$ cat config.mk
export PLATFORM = sky130hd
export DESIGN_NAME = i2c_master_register_access_flat
export DESIGN_NICKNAME = d
export VERILOG_FILES = /design/src/hw/rtl/i2cm_pkg.sv /design/src/hw/rtl/i2cm_if.sv /design/src/hw/rtl/i2cm_core.sv /design/src/hw/rtl/i2cm_skid.sv /design/src/hw/rtl/i2c_master_register_access.sv /design/src/flat_wrapper.sv
export VERILOG_INCLUDE_DIRS = /design/src /design/src/hw/rtl
export SDC_FILE = /design/constraint.sdc
export NUM_CORES = 1
export LEC_CHECK = 0
export ABC_AREA = 0
export BUFFER_PORTS_ARGS = -buffer_cell sky130_fd_sc_hd__buf_2
export CORE_MARGIN = 3
export CORE_UTILIZATION = 62
export DETAILED_ROUTE_END_ITERATION = 10
export HOLD_SLACK_MARGIN = 0.05
export PLACE_DENSITY = 0.85
export SYNTH_ARGS = -nofsm -noshare
export SYNTH_HDL_FRONTEND = slang
export SYNTH_HIERARCHICAL = 1
export SYNTH_SLANG_ARGS = --single-unit
$ cat constraint.sdc
create_clock -name clk -period 5.4 [get_ports clk]
set_input_delay 0.27 -clock clk [delete_from_list [all_inputs] [get_ports clk]]
set_output_delay 0.27 -clock clk [all_outputs]
set_load 0.05 [all_outputs]
$ cat src/hw/rtl/i2c_master_register_access_macros.svh
// Assertion helpers shared by the RTL files of the I2C register master.
// Each macro checks on the rising edge of clk and is switched off while
// rst_n is low.
`ifndef I2C_MASTER_REGISTER_ACCESS_MACROS_SVH
`define I2C_MASTER_REGISTER_ACCESS_MACROS_SVH

// A property that must hold at every edge.
`define I2CM_ASSERT(label, prop, msg) \
  label: assert property (@(posedge clk) disable iff (!rst_n) (prop)) else $error(msg);

// A condition that, once seen, must be followed by another at the next edge.
`define I2CM_ASSERT_NEXT(label, ante, cons, msg) \
  label: assert property (@(posedge clk) disable iff (!rst_n) (ante) |=> (cons)) else $error(msg);

`endif

$ cat src/hw/rtl/i2cm_pkg.sv
// ----------------------------------------------------------------------------
// i2cm_pkg
// Types and constants shared by the I2C register-access master.
// ----------------------------------------------------------------------------
package i2cm_pkg;

  // Item opcodes.
  localparam logic [1:0] OP_TICK   = 2'd0;
  localparam logic [1:0] OP_LOAD   = 2'd1;
  localparam logic [1:0] OP_START  = 2'd2;
  localparam logic [1:0] OP_IGNORE = 2'd3;

  // Configuration register indexes.
  localparam logic [1:0] CFG_SLAVE_ADDR   = 2'd0;
  localparam logic [1:0] CFG_HALF_PERIOD  = 2'd1;
  localparam logic [1:0] CFG_ACK_TIMEOUT  = 2'd2;

  localparam logic [7:0]  HALF_PERIOD_RESET = 8'd20;
  localparam logic [15:0] ACK_TIMEOUT_RESET = 16'd20000;

  localparam int CFG_DATA_W = 16;

  typedef struct packed {
    logic [6:0]  slave_address;
    logic [7:0]  half_period_ticks;
    logic [15:0] ack_timeout_ticks;
  } cfg_t;

  typedef struct packed {
    logic [1:0] op;
    logic       sda_in;
    logic [7:0] data_byte;
    logic [7:0] reg_addr;
    logic       is_read;
    logic [7:0] byte_count;
  } in_item_t;

  typedef struct packed {
    logic       scl;
    logic       sda;
    logic       rx_valid;
    logic [7:0] rx_data;
    logic       done_res;
    logic       success;
    logic       busy_res;
    logic       rejected;
  } out_item_t;

endpackage

$ cat src/hw/rtl/i2cm_if.sv
// ----------------------------------------------------------------------------
// i2cm_if
// Channel interfaces: input items, result items and configuration writes.
// ----------------------------------------------------------------------------
interface i2cm_in_if;
  logic       valid;
  logic       ready;
  logic [1:0] op;
  logic       sda_in;
  logic [7:0] data_byte;
  logic [7:0] reg_addr;
  logic       is_read;
  logic [7:0] byte_count;

  modport source (output valid, output op, output sda_in, output data_byte,
                  output reg_addr, output is_read, output byte_count, input ready);
  modport sink (input valid, input op, input sda_in, input data_byte,
                input reg_addr, input is_read, input byte_count, output ready);
endinterface

interface i2cm_out_if;
  logic       valid;
  logic       ready;
  logic       scl;
  logic       sda;
  logic       rx_valid;
  logic [7:0] rx_data;
  logic       done_res;
  logic       success;
  logic       busy_res;
  logic       rejected;

  modport source (output valid, output scl, output sda, output rx_valid,
                  output rx_data, output done_res, output success,
                  output busy_res, output rejected, input ready);
  modport sink (input valid, input scl, input sda, input rx_valid,
                input rx_data, input done_res, input success,
                input busy_res, input rejected, output ready);
endinterface

interface i2cm_cfg_if;
  logic        valid;
  logic        ready;
  logic [1:0]  index;
  logic [15:0] data;

  modport source (output valid, output index, output data, input ready);
  modport sink (input valid, input index, input data, output ready);
endinterface

$ cat src/hw/rtl/i2cm_core.sv
// ----------------------------------------------------------------------------
// i2cm_core
// Bus sequencer: one state update per accepted beat, plus the write buffer.
// ----------------------------------------------------------------------------
`include "i2c_master_register_access_macros.svh"

module i2cm_core import i2cm_pkg::*; #(
  parameter int BUF_DEPTH = 16
) (
  input  logic      clk,
  input  logic      rst_n,
  input  cfg_t      cfg,
  input  logic      fire,
  input  in_item_t  item,
  output out_item_t res
);

  localparam int CNT_W = $clog2(BUF_DEPTH + 1);
  localparam int IDX_W = (BUF_DEPTH > 1) ? $clog2(BUF_DEPTH) : 1;
  localparam logic [CNT_W-1:0] DEPTH_C = CNT_W'(BUF_DEPTH);

  typedef enum logic [3:0] {
    PH_IDLE, PH_START_A, PH_START_B, PH_TX_SETUP, PH_TX_HIGH, PH_ACK_SETUP,
    PH_ACK_HIGH, PH_ACK_POLL, PH_ACK_LOW, PH_RX_HIGH, PH_RX_LOW,
    PH_RXACK_SETUP, PH_RXACK_HIGH, PH_RXACK_LOW, PH_STOP_A, PH_STOP_B
  } phase_t;

  typedef enum logic [1:0] {ST_ADDR_W, ST_REG, ST_DATA, ST_ADDR_R} stage_t;

  phase_t           phase_r, phase_nxt;
  stage_t           stage_r, stage_nxt;
  logic [3:0]       bit_count_r, bit_count_nxt;
  logic [7:0]       shift_r, shift_nxt;
  logic [7:0]       delay_r, delay_nxt;
  logic [15:0]      timeout_r, timeout_nxt;
  logic [7:0]       bytes_left_r, bytes_left_nxt;
  logic [CNT_W-1:0] fill_r, fill_nxt;
  logic [CNT_W-1:0] send_r, send_nxt;
  logic             read_mode_r, read_mode_nxt;
  logic [7:0]       reg_addr_r, reg_addr_nxt;
  logic             scl_r, scl_nxt;
  logic             sda_r, sda_nxt;
  logic             ok_r, ok_nxt;

  logic [7:0]       buf_mem [BUF_DEPTH];
  logic [7:0]       buf_rd_r;
  logic             buf_we;

  logic [7:0]       hp_eff;
  logic [15:0]      to_eff;

  assign hp_eff = (cfg.half_period_ticks == 8'd0) ? 8'd1 : cfg.half_period_ticks;
  assign to_eff = (cfg.ack_timeout_ticks == 16'd0) ? 16'd1 : cfg.ack_timeout_ticks;

  always_comb begin
    logic        do_go;
    phase_t      go_ph;
    logic        go_c;
    logic        go_d;
    logic        do_send;
    logic [7:0]  send_b;
    logic        do_rx;
    logic        do_stop;
    logic        do_wnext;
    logic        do_poll;
    logic [15:0] t_base;
    logic [15:0] t_dec;
    logic [3:0]  bc_inc;
    logic [7:0]  sh_in;
    logic [7:0]  bl_dec;

    phase_nxt      = phase_r;
    stage_nxt      = stage_r;
    bit_count_nxt  = bit_count_r;
    shift_nxt      = shift_r;
    delay_nxt      = delay_r;
    timeout_nxt    = timeout_r;
    bytes_left_nxt = bytes_left_r;
    fill_nxt       = fill_r;
    send_nxt       = send_r;
    read_mode_nxt  = read_mode_r;
    reg_addr_nxt   = reg_addr_r;
    scl_nxt        = scl_r;
    sda_nxt        = sda_r;
    ok_nxt         = ok_r;
    buf_we         = 1'b0;

    res = '0;

    do_go    = 1'b0;
    go_ph    = phase_r;
    go_c     = scl_r;
    go_d     = sda_r;
    do_send  = 1'b0;
    send_b   = '0;
    do_rx    = 1'b0;
    do_stop  = 1'b0;
    do_wnext = 1'b0;
    do_poll  = 1'b0;
    t_base   = timeout_r;
    bc_inc   = bit_count_r + 4'd1;
    sh_in    = {shift_r[6:0], item.sda_in};
    bl_dec   = (bytes_left_r != 8'd0) ? (bytes_left_r - 8'd1) : bytes_left_r;

    if (fire) begin
      unique case (item.op)
        OP_TICK: begin
          if (phase_r == PH_ACK_POLL) begin
            do_poll = 1'b1;
          end else if (phase_r != PH_IDLE) begin
            if (delay_r > 8'd1) begin
              delay_nxt = delay_r - 8'd1;
            end else begin
              unique case (phase_r)
                PH_START_A: begin
                  do_go = 1'b1; go_ph = PH_START_B; go_c = 1'b1; go_d = 1'b0;
                end
                PH_START_B: begin
                  do_send = 1'b1;
                  send_b  = {cfg.slave_address, stage_r == ST_ADDR_R};
                end
                PH_TX_SETUP: begin
                  do_go = 1'b1; go_ph = PH_TX_HIGH; go_c = 1'b1; go_d = sda_r;
                end
                PH_TX_HIGH: begin
                  bit_count_nxt = bc_inc;
                  if (bc_inc < 4'd8) begin
                    do_go = 1'b1; go_ph = PH_TX_SETUP; go_c = 1'b0; go_d = shift_r[7];
                    shift_nxt = {shift_r[6:0], 1'b0};
                  end else begin
                    do_go = 1'b1; go_ph = PH_ACK_SETUP; go_c = 1'b0; go_d = 1'b1;
                  end
                end
                PH_ACK_SETUP: begin
                  do_go = 1'b1; go_ph = PH_ACK_HIGH; go_c = 1'b1; go_d = 1'b1;
                end
                PH_ACK_HIGH: begin
                  phase_nxt   = PH_ACK_POLL;
                  timeout_nxt = to_eff;
                  t_base      = to_eff;
                  do_poll     = 1'b1;
                end
                PH_ACK_LOW: begin
                  if (!ok_r) begin
                    do_stop = 1'b1;
                  end else begin
                    unique case (stage_r)
                      ST_ADDR_W: begin
                        stage_nxt = ST_REG;
                        do_send   = 1'b1;
                        send_b    = reg_addr_r;
                      end
                      ST_REG: begin
                        if (read_mode_r) begin
                          stage_nxt = ST_ADDR_R;
                          do_go = 1'b1; go_ph = PH_START_A; go_c = 1'b1; go_d = 1'b1;
                        end else begin
                          do_wnext = 1'b1;
                        end
                      end
                      ST_DATA:   do_wnext = 1'b1;
                      ST_ADDR_R: do_rx    = 1'b1;
                      default:   do_rx    = 1'b1;
                    endcase
                  end
                end
                PH_RX_HIGH: begin
                  shift_nxt     = sh_in;
                  bit_count_nxt = bc_inc;
                  if (bc_inc >= 4'd8) begin
                    res.rx_valid = 1'b1;
                    res.rx_data  = sh_in;
                  end
                  do_go = 1'b1; go_ph = PH_RX_LOW; go_c = 1'b0; go_d = 1'b1;
                end
                PH_RX_LOW: begin
                  if (bit_count_r < 4'd8) begin
                    do_go = 1'b1; go_ph = PH_RX_HIGH; go_c = 1'b1; go_d = 1'b1;
                  end else begin
                    // The last byte of a read is answered with a NACK.
                    do_go = 1'b1; go_ph = PH_RXACK_SETUP; go_c = 1'b0;
                    go_d  = (bytes_left_r <= 8'd1);
                  end
                end
                PH_RXACK_SETUP: begin
                  do_go = 1'b1; go_ph = PH_RXACK_HIGH; go_c = 1'b1; go_d = sda_r;
                end
                PH_RXACK_HIGH: begin
                  do_go = 1'b1; go_ph = PH_RXACK_LOW; go_c = 1'b0; go_d = sda_r;
                end
                PH_RXACK_LOW: begin
                  bytes_left_nxt = bl_dec;
                  if (bl_dec != 8'd0) begin
                    do_rx = 1'b1;
                  end else begin
                    do_stop = 1'b1;
                  end
                end
                PH_STOP_A: begin
                  do_go = 1'b1; go_ph = PH_STOP_B; go_c = 1'b1; go_d = 1'b1;
                end
                PH_STOP_B: begin
                  phase_nxt    = PH_IDLE;
                  delay_nxt    = 8'd0;
                  res.done_res = 1'b1;
                  res.success  = ok_r;
                  fill_nxt     = '0;
                  send_nxt     = '0;
                end
                default: phase_nxt = PH_IDLE;
              endcase
            end
          end
        end
        OP_LOAD: begin
          if (phase_r != PH_IDLE || fill_r >= DEPTH_C) begin
            res.rejected = 1'b1;
          end else begin
            buf_we   = 1'b1;
            fill_nxt = fill_r + CNT_W'(1);
          end
        end
        OP_START: begin
          if (phase_r != PH_IDLE) begin
            res.rejected = 1'b1;
          end else begin
            reg_addr_nxt   = item.reg_addr;
            read_mode_nxt  = item.is_read;
            bytes_left_nxt = (item.byte_count == 8'd0) ? 8'd1 : item.byte_count;
            stage_nxt      = ST_ADDR_W;
            ok_nxt         = 1'b0;
            send_nxt       = '0;
            do_go = 1'b1; go_ph = PH_START_A; go_c = 1'b1; go_d = 1'b1;
          end
        end
        OP_IGNORE: begin
        end
        default: begin
        end
      endcase
    end

    // Acknowledge poll: a low SDA ends it, otherwise the budget counts down.
    if (do_poll) begin
      t_dec = t_base - 16'd1;
      if (!item.sda_in) begin
        ok_nxt = 1'b1;
        do_go = 1'b1; go_ph = PH_ACK_LOW; go_c = 1'b0; go_d = 1'b1;
      end else begin
        timeout_nxt = t_dec;
        if (t_dec == 16'd0) begin
          ok_nxt = 1'b0;
          do_go = 1'b1; go_ph = PH_ACK_LOW; go_c = 1'b0; go_d = 1'b1;
        end
      end
    end else begin
      t_dec = t_base;
    end

    if (do_wnext) begin
      if (send_r < fill_r && send_r < DEPTH_C) begin
        stage_nxt = ST_DATA;
        do_send   = 1'b1;
        send_b    = buf_rd_r;
        send_nxt  = send_r + CNT_W'(1);
      end else begin
        do_stop = 1'b1;
      end
    end

    if (do_stop) begin
      do_go = 1'b1; go_ph = PH_STOP_A; go_c = 1'b1; go_d = 1'b0;
    end

    if (do_rx) begin
      bit_count_nxt = 4'd0;
      shift_nxt     = 8'd0;
      do_go = 1'b1; go_ph = PH_RX_HIGH; go_c = 1'b1; go_d = 1'b1;
    end

    if (do_send) begin
      shift_nxt     = {send_b[6:0], 1'b0};
      bit_count_nxt = 4'd0;
      do_go = 1'b1; go_ph = PH_TX_SETUP; go_c = 1'b0; go_d = send_b[7];
    end

    if (do_go) begin
      phase_nxt = go_ph;
      scl_nxt   = go_c;
      sda_nxt   = go_d;
      delay_nxt = hp_eff;
    end

    res.scl      = scl_nxt;
    res.sda      = sda_nxt;
    res.busy_res = (phase_nxt != PH_IDLE);
  end

  always_ff @(posedge clk) begin
    if (!rst_n) begin
      phase_r      <= PH_IDLE;
      stage_r      <= ST_ADDR_W;
      bit_count_r  <= '0;
      shift_r      <= '0;
      delay_r      <= '0;
      timeout_r    <= '0;
      bytes_left_r <= '0;
      fill_r       <= '0;
      send_r       <= '0;
      read_mode_r  <= 1'b0;
      reg_addr_r   <= '0;
      scl_r        <= 1'b1;
      sda_r        <= 1'b1;
      ok_r         <= 1'b0;
    end else begin
      phase_r      <= phase_nxt;
      stage_r      <= stage_nxt;
      bit_count_r  <= bit_count_nxt;
      shift_r      <= shift_nxt;
      delay_r      <= delay_nxt;
      timeout_r    <= timeout_nxt;
      bytes_left_r <= bytes_left_nxt;
      fill_r       <= fill_nxt;
      send_r       <= send_nxt;
      read_mode_r  <= read_mode_nxt;
      reg_addr_r   <= reg_addr_nxt;
      scl_r        <= scl_nxt;
      sda_r        <= sda_nxt;
      ok_r         <= ok_nxt;
    end
  end

  // The buffer is only written while idle, and the next byte to send is read
  // long before it is needed, so a registered read port is enough.
  always_ff @(posedge clk) begin
    if (buf_we) begin
      buf_mem[fill_r[IDX_W-1:0]] <= item.data_byte;
    end
    buf_rd_r <= buf_mem[send_r[IDX_W-1:0]];
  end

  `I2CM_ASSERT(a_fill_in_range, fill_r <= DEPTH_C, "write buffer fill count beyond depth")
  `I2CM_ASSERT(a_send_le_fill, send_r <= fill_r, "send index ran past the buffered bytes")
  `I2CM_ASSERT(a_idle_released, (phase_r != PH_IDLE) || (scl_r && sda_r),
    "bus lines not released while idle")
  `I2CM_ASSERT_NEXT(a_start_busy, fire && item.op == OP_START && phase_r == PH_IDLE,
    phase_r == PH_START_A, "accepted start did not open a transaction")

endmodule

$ cat src/hw/rtl/i2cm_skid.sv
// ----------------------------------------------------------------------------
// i2cm_skid
// Two-entry result register: output register plus one skid entry.
// ----------------------------------------------------------------------------
`include "i2c_master_register_access_macros.svh"

module i2cm_skid import i2cm_pkg::*; (
  input  logic      clk,
  input  logic      rst_n,
  input  logic      push,
  input  out_item_t push_data,
  output logic      push_ready,
  output logic      out_valid,
  output out_item_t out_data,
  input  logic      out_ready
);

  logic      main_v_r;
  out_item_t main_d_r;
  logic      skid_v_r;
  out_item_t skid_d_r;

  assign push_ready = !skid_v_r;
  assign out_valid  = main_v_r;
  assign out_data   = main_d_r;

  always_ff @(posedge clk) begin
    if (!rst_n) begin
      main_v_r <= 1'b0;
      skid_v_r <= 1'b0;
    end else begin
      if (!main_v_r || out_ready) begin
        // Output register free this cycle: refill from skid first.
        if (skid_v_r) begin
          main_v_r <= 1'b1;
          main_d_r <= skid_d_r;
          skid_v_r <= 1'b0;
        end else begin
          main_v_r <= push;
          main_d_r <= push_data;
        end
      end else if (push) begin
        skid_v_r <= 1'b1;
        skid_d_r <= push_data;
      end
    end
  end

  `I2CM_ASSERT(a_skid_behind_main, !skid_v_r || main_v_r, "skid entry held without output beat")
  `I2CM_ASSERT_NEXT(a_main_holds, main_v_r && !out_ready,
    main_v_r && $stable(main_d_r), "stalled result beat changed")
  `I2CM_ASSERT_NEXT(a_skid_holds, skid_v_r && !out_ready,
    skid_v_r && $stable(skid_d_r), "skid entry lost while stalled")

endmodule

$ cat src/hw/rtl/i2c_master_register_access.sv
// ----------------------------------------------------------------------------
// i2c_master_register_access
// Register-addressed I2C master driven by tick, load and start beats.
// ----------------------------------------------------------------------------
// Every input beat yields exactly one result beat, and a beat can be taken on
// every clock: the sequencer updates its state once per accepted beat, and a
// two-entry result register lets the input keep flowing while a result waits.
// The input stalls only once both result entries are full. Bus timing is set
// entirely by the tick beats (half_period_ticks per bus delay), not by clk.
// Write bytes go into a BUF_DEPTH-entry buffer with a registered read port;
// configuration writes are always accepted and should be made while idle.

module i2c_master_register_access import i2cm_pkg::*; #(
  parameter int BUF_DEPTH = 16
) (
  input  logic          clk,
  input  logic          rst_n,
  i2cm_cfg_if.sink      cfg_ch,
  i2cm_in_if.sink       in_ch,
  i2cm_out_if.source    out_ch
);

  cfg_t      cfg_r;
  in_item_t  item;
  out_item_t res;
  out_item_t out_d;
  logic      fire;
  logic      push_ready;
  logic      cfg_we;

  assign cfg_ch.ready = 1'b1;
  assign cfg_we       = cfg_ch.valid && cfg_ch.ready;

  always_ff @(posedge clk) begin
    if (!rst_n) begin
      cfg_r.slave_address     <= '0;
      cfg_r.half_period_ticks <= HALF_PERIOD_RESET;
      cfg_r.ack_timeout_ticks <= ACK_TIMEOUT_RESET;
    end else if (cfg_we) begin
      unique case (cfg_ch.index)
        CFG_SLAVE_ADDR:  cfg_r.slave_address     <= cfg_ch.data[6:0];
        CFG_HALF_PERIOD: cfg_r.half_period_ticks <= cfg_ch.data[7:0];
        CFG_ACK_TIMEOUT: cfg_r.ack_timeout_ticks <= cfg_ch.data[CFG_DATA_W-1:0];
        default: begin
        end
      endcase
    end
  end

  assign item.op         = in_ch.op;
  assign item.sda_in     = in_ch.sda_in;
  assign item.data_byte  = in_ch.data_byte;
  assign item.reg_addr   = in_ch.reg_addr;
  assign item.is_read    = in_ch.is_read;
  assign item.byte_count = in_ch.byte_count;

  assign in_ch.ready = push_ready;
  assign fire        = in_ch.valid && push_ready;

  i2cm_core #(
    .BUF_DEPTH (BUF_DEPTH)
  ) u_core (
    .clk   (clk),
    .rst_n (rst_n),
    .cfg   (cfg_r),
    .fire  (fire),
    .item  (item),
    .res   (res)
  );

  i2cm_skid u_skid (
    .clk        (clk),
    .rst_n      (rst_n),
    .push       (fire),
    .push_data  (res),
    .push_ready (push_ready),
    .out_valid  (out_ch.valid),
    .out_data   (out_d),
    .out_ready  (out_ch.ready)
  );

  assign out_ch.scl      = out_d.scl;
  assign out_ch.sda      = out_d.sda;
  assign out_ch.rx_valid = out_d.rx_valid;
  assign out_ch.rx_data  = out_d.rx_data;
  assign out_ch.done_res = out_d.done_res;
  assign out_ch.success  = out_d.success;
  assign out_ch.busy_res = out_d.busy_res;
  assign out_ch.rejected = out_d.rejected;

endmodule

$ cat src/flat_wrapper.sv
// flat-port wrapper written by rule: the top's interface ports become plain ports
module i2c_master_register_access_flat import i2cm_pkg::*;
#(
  parameter int BUF_DEPTH = 16
)
  (clk, rst_n, cfg_ch_valid, cfg_ch_index, cfg_ch_data, cfg_ch_ready, in_ch_valid, in_ch_op, in_ch_sda_in, in_ch_data_byte, in_ch_reg_addr, in_ch_is_read, in_ch_byte_count, in_ch_ready, out_ch_valid, out_ch_scl, out_ch_sda, out_ch_rx_valid, out_ch_rx_data, out_ch_done_res, out_ch_success, out_ch_busy_res, out_ch_rejected, out_ch_ready);
  i2cm_cfg_if cfg_ch_i ();
  i2cm_in_if in_ch_i ();
  i2cm_out_if out_ch_i ();
  input  logic clk;
  input  logic rst_n;
  input wire logic [$bits(cfg_ch_i.valid)-1:0] cfg_ch_valid;
  input wire logic [$bits(cfg_ch_i.index)-1:0] cfg_ch_index;
  input wire logic [$bits(cfg_ch_i.data)-1:0] cfg_ch_data;
  output wire logic [$bits(cfg_ch_i.ready)-1:0] cfg_ch_ready;
  input wire logic [$bits(in_ch_i.valid)-1:0] in_ch_valid;
  input wire logic [$bits(in_ch_i.op)-1:0] in_ch_op;
  input wire logic [$bits(in_ch_i.sda_in)-1:0] in_ch_sda_in;
  input wire logic [$bits(in_ch_i.data_byte)-1:0] in_ch_data_byte;
  input wire logic [$bits(in_ch_i.reg_addr)-1:0] in_ch_reg_addr;
  input wire logic [$bits(in_ch_i.is_read)-1:0] in_ch_is_read;
  input wire logic [$bits(in_ch_i.byte_count)-1:0] in_ch_byte_count;
  output wire logic [$bits(in_ch_i.ready)-1:0] in_ch_ready;
  output wire logic [$bits(out_ch_i.valid)-1:0] out_ch_valid;
  output wire logic [$bits(out_ch_i.scl)-1:0] out_ch_scl;
  output wire logic [$bits(out_ch_i.sda)-1:0] out_ch_sda;
  output wire logic [$bits(out_ch_i.rx_valid)-1:0] out_ch_rx_valid;
  output wire logic [$bits(out_ch_i.rx_data)-1:0] out_ch_rx_data;
  output wire logic [$bits(out_ch_i.done_res)-1:0] out_ch_done_res;
  output wire logic [$bits(out_ch_i.success)-1:0] out_ch_success;
  output wire logic [$bits(out_ch_i.busy_res)-1:0] out_ch_busy_res;
  output wire logic [$bits(out_ch_i.rejected)-1:0] out_ch_rejected;
  input wire logic [$bits(out_ch_i.ready)-1:0] out_ch_ready;
  assign cfg_ch_i.valid = cfg_ch_valid;
  assign cfg_ch_i.index = cfg_ch_index;
  assign cfg_ch_i.data = cfg_ch_data;
  assign cfg_ch_ready = cfg_ch_i.ready;
  assign in_ch_i.valid = in_ch_valid;
  assign in_ch_i.op = in_ch_op;
  assign in_ch_i.sda_in = in_ch_sda_in;
  assign in_ch_i.data_byte = in_ch_data_byte;
  assign in_ch_i.reg_addr = in_ch_reg_addr;
  assign in_ch_i.is_read = in_ch_is_read;
  assign in_ch_i.byte_count = in_ch_byte_count;
  assign in_ch_ready = in_ch_i.ready;
  assign out_ch_valid = out_ch_i.valid;
  assign out_ch_scl = out_ch_i.scl;
  assign out_ch_sda = out_ch_i.sda;
  assign out_ch_rx_valid = out_ch_i.rx_valid;
  assign out_ch_rx_data = out_ch_i.rx_data;
  assign out_ch_done_res = out_ch_i.done_res;
  assign out_ch_success = out_ch_i.success;
  assign out_ch_busy_res = out_ch_i.busy_res;
  assign out_ch_rejected = out_ch_i.rejected;
  assign out_ch_i.ready = out_ch_ready;
  i2c_master_register_access #(.BUF_DEPTH(BUF_DEPTH)) u_core (.clk(clk), .rst_n(rst_n), .cfg_ch(cfg_ch_i), .in_ch(in_ch_i), .out_ch(out_ch_i));
endmodule
## After elaboration in Yosys (flattened, before gate mapping)

Memories as Yosys holds them, arrays and structs flattened. A register that Yosys moved wholly into a read port is not among the register bits.
Index checks and enable logic that the tools add are counted.

- Add/subtract/negate cells: 6
- $lt $le $gt $ge: 8
- Eq/ne operators: 34
- Muxes and demuxes: 218
- Bitwise gates (word level): 5
- Reductions and logical operators: 48

Operators by type and width:

| cell | count |
|---|---|
| 8-bit two-way mux | 32 |
| 16-bit two-way mux | 9 |
| 1-bit two-way mux | 102 |
| 4-bit two-way mux | 20 |
| 5-bit two-way mux | 13 |
| 11-bit two-way mux | 5 |
| 8-bit case mux with 2 select lines | 3 |
| 4-bit case mux with 10 select lines | 1 |
| 4-bit equality test, second input constant | 8 |
| 16-bit zero test | 2 |
| 7-bit AND reduction | 4 |
| 2-bit two-way mux | 12 |
| 5-bit case mux with 2 select lines | 2 |
| 9-bit two-way mux | 2 |
| 1-bit case mux with 2 select lines | 9 |
| 4-bit by 3-bit equality test with 1-bit output, second input constant | 4 |
| 8-bit zero test | 2 |
| 4-bit case mux with 2 select lines | 2 |
| 8-bit nonzero test | 2 |
| 16-bit by 1-bit subtractor with 16-bit output, second input constant | 1 |
| 8-bit by 1-bit subtractor with 8-bit output, second input constant | 2 |
| 15-bit two-way mux | 1 |
| 2-bit != test, second input constant | 7 |
| 2-bit nonzero test | 6 |
| other kinds (36) | 68 |

- Bits in registers: 135
- RAM bits: 128
- Input bits: 51
- Output and inout port bits: 18
- Logic and storage cells: 356
- Memories: 1

Memories:

| memory | words | bits a word | rd ports | clocked after memory_dff | write ports | line | text |
|---|---|---|---|---|---|---|---|
| u_core.u_core.buf_mem | 16 | 8 | 1 | 1 | 1 | i2cm_core.sv:45 | `logic [7:0] buf_mem [BUF_DEPTH];` |

## Longest topological paths before layout

Gate-level depths: netlist of run 1.

- Depth after elaboration: 19
- Gate-level depth with buffers: 21
- Mapped depth without buffers: 17

## Modules after synthesis

Netlist of run 1, hierarchy kept.

By module, submodules not included:

| module | times used | cells an instance | area an instance (um^2) | seq. area each (um^2) |
|---|---|---|---|---|
| i2cm_core | 1 | 1005 | 10920.5 | 5445.2 |
| i2c_master_register_access | 1 | 129 | 1260.0 | 620.6 |
| i2cm_skid | 1 | 57 | 1213.7 | 940.9 |

## Worst setup path after synthesis of run 1

Ideal clock, no wire load.

- Kind: reg-to-reg
- From: register u_core.u_skid.skid_v_r
- To: register u_core.u_skid.main_d_r, in the netlist u_core/u_skid/out_data[14] (data pin)
- Library setup time: 0.260 ns
- Data arrival time: 4.662 ns
- Data required time: 5.140 ns
- Setup slack: 0.479 ns
- Stages on the path, launching flop included: 22
- Path buffers: 4
- Period minus slack after synthesis: 4.921 ns
- Cell sequence: dfxtp_1 > buf_6 > buf_12 > inv_1 > and2_1 > nand2_1 > nor3_2 > nand2_1 > clkbuf_1 > nor2_1 > a21oi_1 > ha_1 > nor2b_1 > and3_1 > or2_2 > o22a_1 > o221a_2 > o31ai_4 > nor2_1 > o21ba_1 > buf_4 > mux2_2

- Cells in the longest elaborated chain, start to end: 13
- Elaborated cells between the ends (all ways): 30
- Classes of those cells: add/sub (1); mux (26); reduce/logical (3)

Ends and longest elaborated chain:

| element | line | text |
|---|---|---|
| start, declared | i2cm_skid.sv:20 | `logic skid_v_r;` |
| start signal, assigned | i2cm_skid.sv:30 | `skid_v_r <= 1'b0;` |
| start signal, assigned | i2cm_skid.sv:37 | `skid_v_r <= 1'b0;` |
| start signal, assigned | i2cm_skid.sv:43 | `skid_v_r <= 1'b1;` |
| 1-bit zero test (*) | i2cm_skid.sv:23 | `assign push_ready = !skid_v_r;` |
| via in_ch_ready | flat_wrapper.sv:23 | `output wire logic [$bits(in_ch_i.ready)-1:0] in_ch_ready;` |
| 1-bit logical AND (*) | i2c_master_register_access.sv:58 | `assign fire = in_ch.valid && push_ready;` |
| via u_core.fire | i2c_master_register_access.sv:27 | `logic fire;` |
| 16-bit two-way mux | i2cm_core.sv:105 | `if (fire) begin` |
| 16-bit by 1-bit subtractor with 16-bit output | i2cm_core.sv:245 | `t_dec = t_base - 16'd1;` |
| 16-bit zero test | i2cm_core.sv:251 | `if (t_dec == 16'd0) begin` |
| 1-bit two-way mux | i2cm_core.sv:251 |  |
| 1-bit two-way mux | i2cm_core.sv:246 | `if (!item.sda_in) begin` |
| 1-bit two-way mux | i2cm_core.sv:244 | `if (do_poll) begin` |
| 1-bit two-way mux | i2cm_core.sv:271 | `if (do_stop) begin` |
| 1-bit two-way mux | i2cm_core.sv:275 | `if (do_rx) begin` |
| 1-bit two-way mux | i2cm_core.sv:281 | `if (do_send) begin` |
| 1-bit two-way mux (*) | i2cm_core.sv:287 | `if (do_go) begin` |
| via u_core.u_core.scl_nxt | i2cm_core.sv:41 | `logic scl_r, scl_nxt;` |
| 15-bit two-way mux (*) | i2cm_skid.sv:34 | `if (skid_v_r) begin` |
| end signal, assigned | i2cm_skid.sv:36 | `main_d_r <= skid_d_r;` |
| end signal, assigned | i2cm_skid.sv:40 | `main_d_r <= push_data;` |
| end, declared | i2cm_skid.sv:19 | `out_item_t main_d_r;` |

Mark *: on every way through the listed nets, which the timed path passes. The rest lies on a longest branch.
A chain may end at the register's enable or synchronous reset.

==> flow_summary.toml, run 1 <==
[synthesis]
ys_seq_area_share_pct = 52.3
syn-cell-area_mm2 = 0.0134
synth_xor_area_share_pct = 2.16
synth_top_family_by_area = "simple AND/OR/NAND/NOR gates"
yosys.area.top_type = "edfxtp_1"
ys_types = 89
syn_avg_cell_area_um2 = 11.2
syn_inst = 1191
yosys_warnings = 6
syn_nets = 1267
ys_ff_latch = 271
yosysTopAreaCellShare_pct = 35.4
synth_compound_area_share_pct = 12.1
yosys-top-cells-area = "edfxtp_1 35%, dfxtp_1 17%, mux4_2 6.7%"
synthMuxAreaShare_pct = 12.0
yosys.area_share.simple_pct = 15.4
ys_async_sr_fraction_pct = 0
synth_adder_area_share_pct = 2.34
synth_ff_type = "edfxtp_1"
synth-edff-count = 158

[detailed_routing]
drc = 0
drt_iter0_drc = 1223
via_per_inst = 6.60
wl_met1_um = 13200
postRouteAntennaNets = 0
vias = 10300
top_layer = "met4"
wl_met2_um = 17400
wire_per_inst_um = 22.4
drt-pass1-iter-count = 6
wirelength_um = 35000
dr_wl_met3_um = 2840

[sta]
rsz0062_at_grt = "false"
setup_viol = 0
tightest_slew_ns = 1.25
whs_ns = 0.0804
fin_worst_skew_ns = 0.0139
hold_viol = 0
min_period_ns = 4.52
fmax_mhz = 221
relSlewSlack_pct = 16.6
drv_slew = 0
fin_crit_sh_pct = 83.8
setup_tns_ns = 0

[cells_and_area]
fillers = 1441
syn_to_final_growth_pct = 11.9
fin_nets = 1342
finalCoreUtilization_pct = 70.9
drive_gt1_share_pct = 16.4
n_antenna_cell = 0

[hold_path]
hp-class = "in -> reg"

[worst_setup_path]
critPathMaxFanout = 22
path_class = "reg -> reg"
cp_data_arrival_time_ns = 4.82
endpoint_kind = "flip-flop"
max_stage_delay_ns = 0.45
critPathTopFamily = "simple AND/OR/NAND/NOR gates"
critical_path_buf_inv_count = 3
regToRegSetupSlack_ns = 0.88
start_kind = "flip-flop"
cp_cell_sequence = "inv_1 > and2_1 > nand2_1 > nor3_2 > buf_4 > nand2_1 > buf_4 > a21oi_1 > ha_1 > nor2b_1 > and3_1 > or2_2 > o22a_1 > o221a_2 > o31ai_4 > nor2_1 > o21ba_1 > mux2_2"
worstPathRequired_ns = 5.70
critPathSlowestCell = "o31ai_4"

[global_routing]
antenna_found_initial = 0
grt_start_max_net_pins = 44
grt_pass1_wl_um = 55000
grt_pass1_vias = 10100
grt-ovfl-total = 0
track_usage_pct = 29.4

[pwr]
power.density_mw_per_mm2 = 289
power_uw = 4330
leakage_uw = 0.00545
ir_drop_mv = 0.298

[run]
drv_cap = 0

[clock_tree]
cts_root_buf = "clkbuf_16"
cts_buffer_depth = 3
htree_levels = 1
cts_tree = "done"
clock_sinks = 271
insertion_delay_ns = 0.56
clk_transition_reported_paths_ns = 0.07
cts_buffers = 27
cts_resized = 0

[floorplan]
rows = 53
io-pin-count = 69
dieArea_mm2 = 0.0234
die-height_um = 153
die_x_um = 153
coreArea_mm2 = 0.0212
initial_core_util_pct = 63.3

[run_status]
outcome = "completed"

[placed_design]
portBuffers = 67
place_congestion = 1.02
dp_hpwl_um = 23600
## per-stage QoR
stage	cell area (um^2)	std cells	setup slack [ns]
6_report	15000	1561	0.877
5_1_grt	15000	1561	0.684
4_1_cts	15000	1561	0.961
3_5_place_dp	13900	1489	0.845
3_3_place_gp	13900	1489	0.976
2_1_floorplan	13400	1191	0.479
## Yosys cell counts, types with 5 or more instances
library cell	number
nor3_1	35
mux2i_1	50
mux4_2	40
a21o_1	5
nand4_1	11
mux2_2	9
ha_1	25
buf_2	11
buf_6	5
a211oi_1	19
or3_1	7
xnor2_1	17
a31oi_1	17
and3_1	11
edfxtp_1	158
nor2_1	102
dfxtp_1	113
nand3_1	29
o22ai_1	7
and2_1	17
a21oi_1	43
xor2_1	16
o21ai_0	45
a22oi_1	10
nand2_1	119
o31ai_1	5
o2bb2ai_1	8
nand2b_1	14
or4_1	7
or2_2	5
buf_1	9
clkbuf_1	39
nor4_1	12
nor2b_1	13
mux2_4	7
nand3b_1	6
inv_1	38
o211ai_1	14
nand4b_1	8
## cells by family (layout without fill, tap and decap cells)
| logic type | Yosys count | count (layout) |
|---|---|---|
| compound gates | 233 | 233 |
| xor+xnor | 33 | 33 |
| fa+ha+maj | 25 | 25 |
| buf+inv | 107 | 202 |
| flops | 271 | 271 |
| mux | 106 | 106 |
| other cells | 1 | 1 |
| simple gates | 415 | 415 |
## state kept, by name (all words and copies together) (netlist names), 2 cells and up
register	cells
u_core/u_core/send_r	5
u_core/u_core/stage_r	2
u_core/u_core/timeout_r	16
u_core/cfg_r	31
u_core/u_core/shift_r	8
u_core/u_core/buf_rd_r	8
u_core/u_core/fill_r	5
u_core/u_core/buf_mem	128
u_core/u_skid/skid_d_r	15
u_core/u_core/reg_addr_r	8
u_core/u_skid/out_data	15
u_core/u_core/delay_r	8
u_core/u_core/phase_r	4
u_core/u_core/bytes_left_r	8
u_core/u_core/bit_count_r	4
## power breakdown
| part | internal, uW | switching, uW | leakage [uW] |
|---|---|---|---|
| Clock | 1000 | 785 | 0.000398 |
| Sequential | 2210 | 26.0 | 0.00233 |
| Combinational | 110 | 201 | 0.00272 |
| Total | 3320 | 1010 | 0.00545 |
## cell type report
| type | count | area, um^2 | area share (%) |
|---|---|---|---|
| clock buffers | 38 | 737 | 4.92 |
| flip-flops and latches | 271 | 7010 | 46.7 |
| repair buffers | 115 | 753 | 5.02 |
| inverters | 38 | 143 | 0.951 |
| clock inverters | 11 | 97.6 | 0.651 |
| multi-input cells | 813 | 5910 | 39.4 |
| well taps | 275 | 344 | 2.30 |
## path summary, 6_finish.rpt
kind	from	end	cells past startpoint
worst max-delay path	u_core/u_skid/skid_v_r	u_core/u_skid/out_data[14]	18
worst min-delay path	in_ch_byte_count[4]	u_core/u_core/bytes_left_r[4]	3
worst max register to register	u_core/u_skid/skid_v_r	u_core/u_skid/out_data[14]	18
worst min register to register	u_core/cfg_r[16]	u_core/cfg_r[16]	2
## tightest hold or removal path, cell delays in order
cell and delay (ns):
buf_2 0.10, a21oi_1 0.13, a211oi_1 0.08
## cells in the final DEF (no fill, tap or decap), drive strengths merged, types with 25 or more instances in the layout
| cell | n |
|---|---|
| o21ai | 46 |
| clkbuf | 38 |
| nor2 | 104 |
| dfxtp | 113 |
| ha | 25 |
| a21oi | 44 |
| inv | 39 |
| mux2i | 50 |
| buf | 92 |
| nand3 | 29 |
| nand2 | 119 |
| mux4 | 40 |
| nor3 | 36 |
| edfxtp | 158 |
## layer usage
layer	global-route usage, %	vias up
li1	-	4627
met4	12.8	0
met1	36.9	4963
met3	4.67	132
met5	0	-
met2	50.6	575
## repair_timing
item,in CTS,in global routing
endpoints found under the hold margin,30,0
hold buffers,23,0
buffers inserted,0,0
No activity file was read; power rests on OpenSTA's default activity.
==> inputs of run 2 (changes only) <==
- ABC_AREA: 0 -> 1
- clock period: 5.4 -> 4.7 ns (I/O delays scaled with it)
==> run 2 against run 1 <==
Compared with the run above: routed wire length down 1.7%; register-to-register slack worse by 0.17 ns; core utilization increased by 1.1 points; maximum frequency up 13%; synthesized cell count is 32% higher; synthesized area is 1.0% higher; die area up 0.98%; sequential share of layout area down 0.82 points; count of clock-buffer cells in the layout is 1 lower; global-route usage decreased by 0.94 points; cell area grew 1.8%.
==> flow_summary.toml, run 2 <==
[run_status]
outcome = "completed"

[synthesis]
syn_nets = 1651
synthTopCellsByCount = "303 x nand2_1, 266 x nor2_1, 158 x edfxtp_1"
ys_seq_area_share_pct = 51.8
yosys.area.top_type = "edfxtp_1"
ys_async_sr_fraction_pct = 0
synth_ff_type = "edfxtp_1"
ys_types = 61
yosys-top-cells-area = "edfxtp_1 35%, dfxtp_1 17%, nand2_1 8.4%"
ys_ff_latch = 271
yosys_warnings = 6
syn_avg_cell_area_um2 = 8.59
syn_inst = 1575
yosysTopAreaCellShare_pct = 35.1
synth-edff-count = 158
yosysMostFrequentCell = "nand2_1"
syn-cell-area_mm2 = 0.0135

[pwr]
p_sw_uw = 1190
ir_drop_mv = 0.306
internal_power_uw = 4110
pwr-share-seq_pct = 48.7
pwr-share-clk_pct = 43.8
switching_share_pct = 22.5
power.density_mw_per_mm2 = 348
leakage_uw = 0.00618
p_comb_share_pct = 7.5

[global_routing]
track_usage_pct = 28.4
grt_pass1_vias = 10800
antenna_found_initial = 1
grt_pass1_wl_um = 54900
grt_start_max_net_pins = 70
grt-ovfl-total = 0

[cells_and_area]
drive_gt1_share_pct = 12.1
final_cell_mix = "303 x nand2_1, 266 x nor2_1, 158 x edfxtp_1"
layout_commonest_cell = "nand2_1"
syn_to_final_growth_pct = 12.8
fin_nets = 1733
largest_reg_flops = 128

[detailed_routing]
vias = 11400
drt_iter0_drc = 1077
wire_per_inst_um = 17.6
via_per_inst = 5.83
postRouteAntennaNets = 0
wirelength_um = 34400
drc = 0
drt-pass1-iter-count = 6

[floorplan]
dieArea_mm2 = 0.0236
rows = 53
die-height_um = 154
initial_core_util_pct = 63.8
io-pin-count = 69
coreArea_mm2 = 0.0212
die_x_um = 154

[worst_setup_path]
rr_startpoint = "u_core/u_skid/skid_v_r"
critPathTopFamily = "simple AND/OR/NAND/NOR gates"
critPathSlowestCell = "dfxtp_1"
worstPathRequired_ns = 4.99
critical_path_buf_inv_count = 7
critPathMaxFanout = 21
start_kind = "flip-flop"
path_class = "reg -> reg"
critPathMostFrequentCell = "nand2_1"
startpoint = "u_core/u_skid/skid_v_r"
max_stage_delay_ns = 0.30
endpoint_kind = "flip-flop"
cp_data_arrival_time_ns = 4.29

[sta]
min_period_ns = 4.00
tightest_slew_ns = 1.18
rsz0062_at_grt = "false"
hold_viol = 0
setup_tns_ns = 0
fin_crit_sh_pct = 85.0
fmax_mhz = 250
drv_slew = 0
fin_worst_skew_ns = 0.0217
setup_viol = 0
relSlewSlack_pct = 21.3
whs_ns = 0.0697

[clock_tree]
cts_tree = "done"
insertion_delay_ns = 0.56
cts_root_buf = "clkbuf_16"
cts_setup_buffers = 0
cts_buffer_depth = 3
htree_levels = 1
clk_transition_reported_paths_ns = 0.06
cts_buffers = 27
clock_sinks = 271

[placed_design]
portBuffers = 67
dp_hpwl_um = 23000
place_congestion = 0.991

[hold_path]
hp-class = "in -> reg"
hold_start = "in_ch_data_byte[1]"

[run]
drv_cap = 0
==> run 2: power groups by stage <==
| stage | Combinational [uW] | Sequential, uW | Clock, uW |
|---|---|---|---|
| global placement | 354 | 2630 | 0 |
| detailed placement | 363 | 2630 | 0 |
| global route | 440 | 2580 | 2440 |
| CTS | 388 | 2580 | 2360 |
| floorplan | 229 | 2650 | 0 |
| finish | 399 | 2580 | 2330 |
==> run 2: final cells by class <==
cell class	instances	area, um^2
clock inverter	11	218
multi-input combinational	1068	5520
antenna	1	2.50
sequential	271	7010
fill	1577	5960
tap	275	344
timing repair buffer	111	751
clock buffer	37	743
inverter	178	677
==> run 2: final timing paths <==
kind,to,slack (ns),cells after the start
max,u_core/u_skid/out_data[1],0.70,28
min,u_core/u_core/buf_mem[8][1],0.07,1
max reg2reg,u_core/u_skid/out_data[1],0.70,28
min reg2reg,u_core/cfg_r[11],0.48,2
==> run 2: through the flow <==
step	area [um^2]	setup WS [ns]	util [%]	total power, uW	cells
finish	15300	0.705	71.9	5310	1952
global route	15300	0.223	71.9	5470	1952
CTS	15300	0.728	71.9	5320	1951
detailed placement	14000	0.597	65.8	3000	1869
global placement	14000	0.786	65.8	2980	1869
floorplan	13500	1.18	-	2880	1575
==> run 2: what timing repair did <==
item | 4_1_cts | 5_1_grt
resized for setup | 0 | 0
hold endpoints to repair | 45 | 0
hold buffers | 34 | 0
==> run 2: metal layers <==
layer / vias up / share of wire (%) / global-route usage, %
li1: 5443 / - / -
met1: 5358 / 40 / 35.6
met2: 483 / 50 / 50.3
met3: 94 / 6.2 / 3.32
met4: 0 / 4.3 / 11.6
met5: - / 0 / 0
==> run 2: cells by family (layout without fill, tap and decap cells) <==
logic type                 count (synthesis)  after routing  synth area share (%)
buffers and inverters                    236            337                  7.43
DFF                                      271            271                  51.8
adders and majority gates                 25             25                  2.31
muxes                                     12             12                 0.888
and+or+nand+nor                          759            759                  24.9
xor gates and xnor gates                  17             17                  1.10
AOI/OAI and AO/OA                        254            254                  11.6
other                                      1              2                0.0277
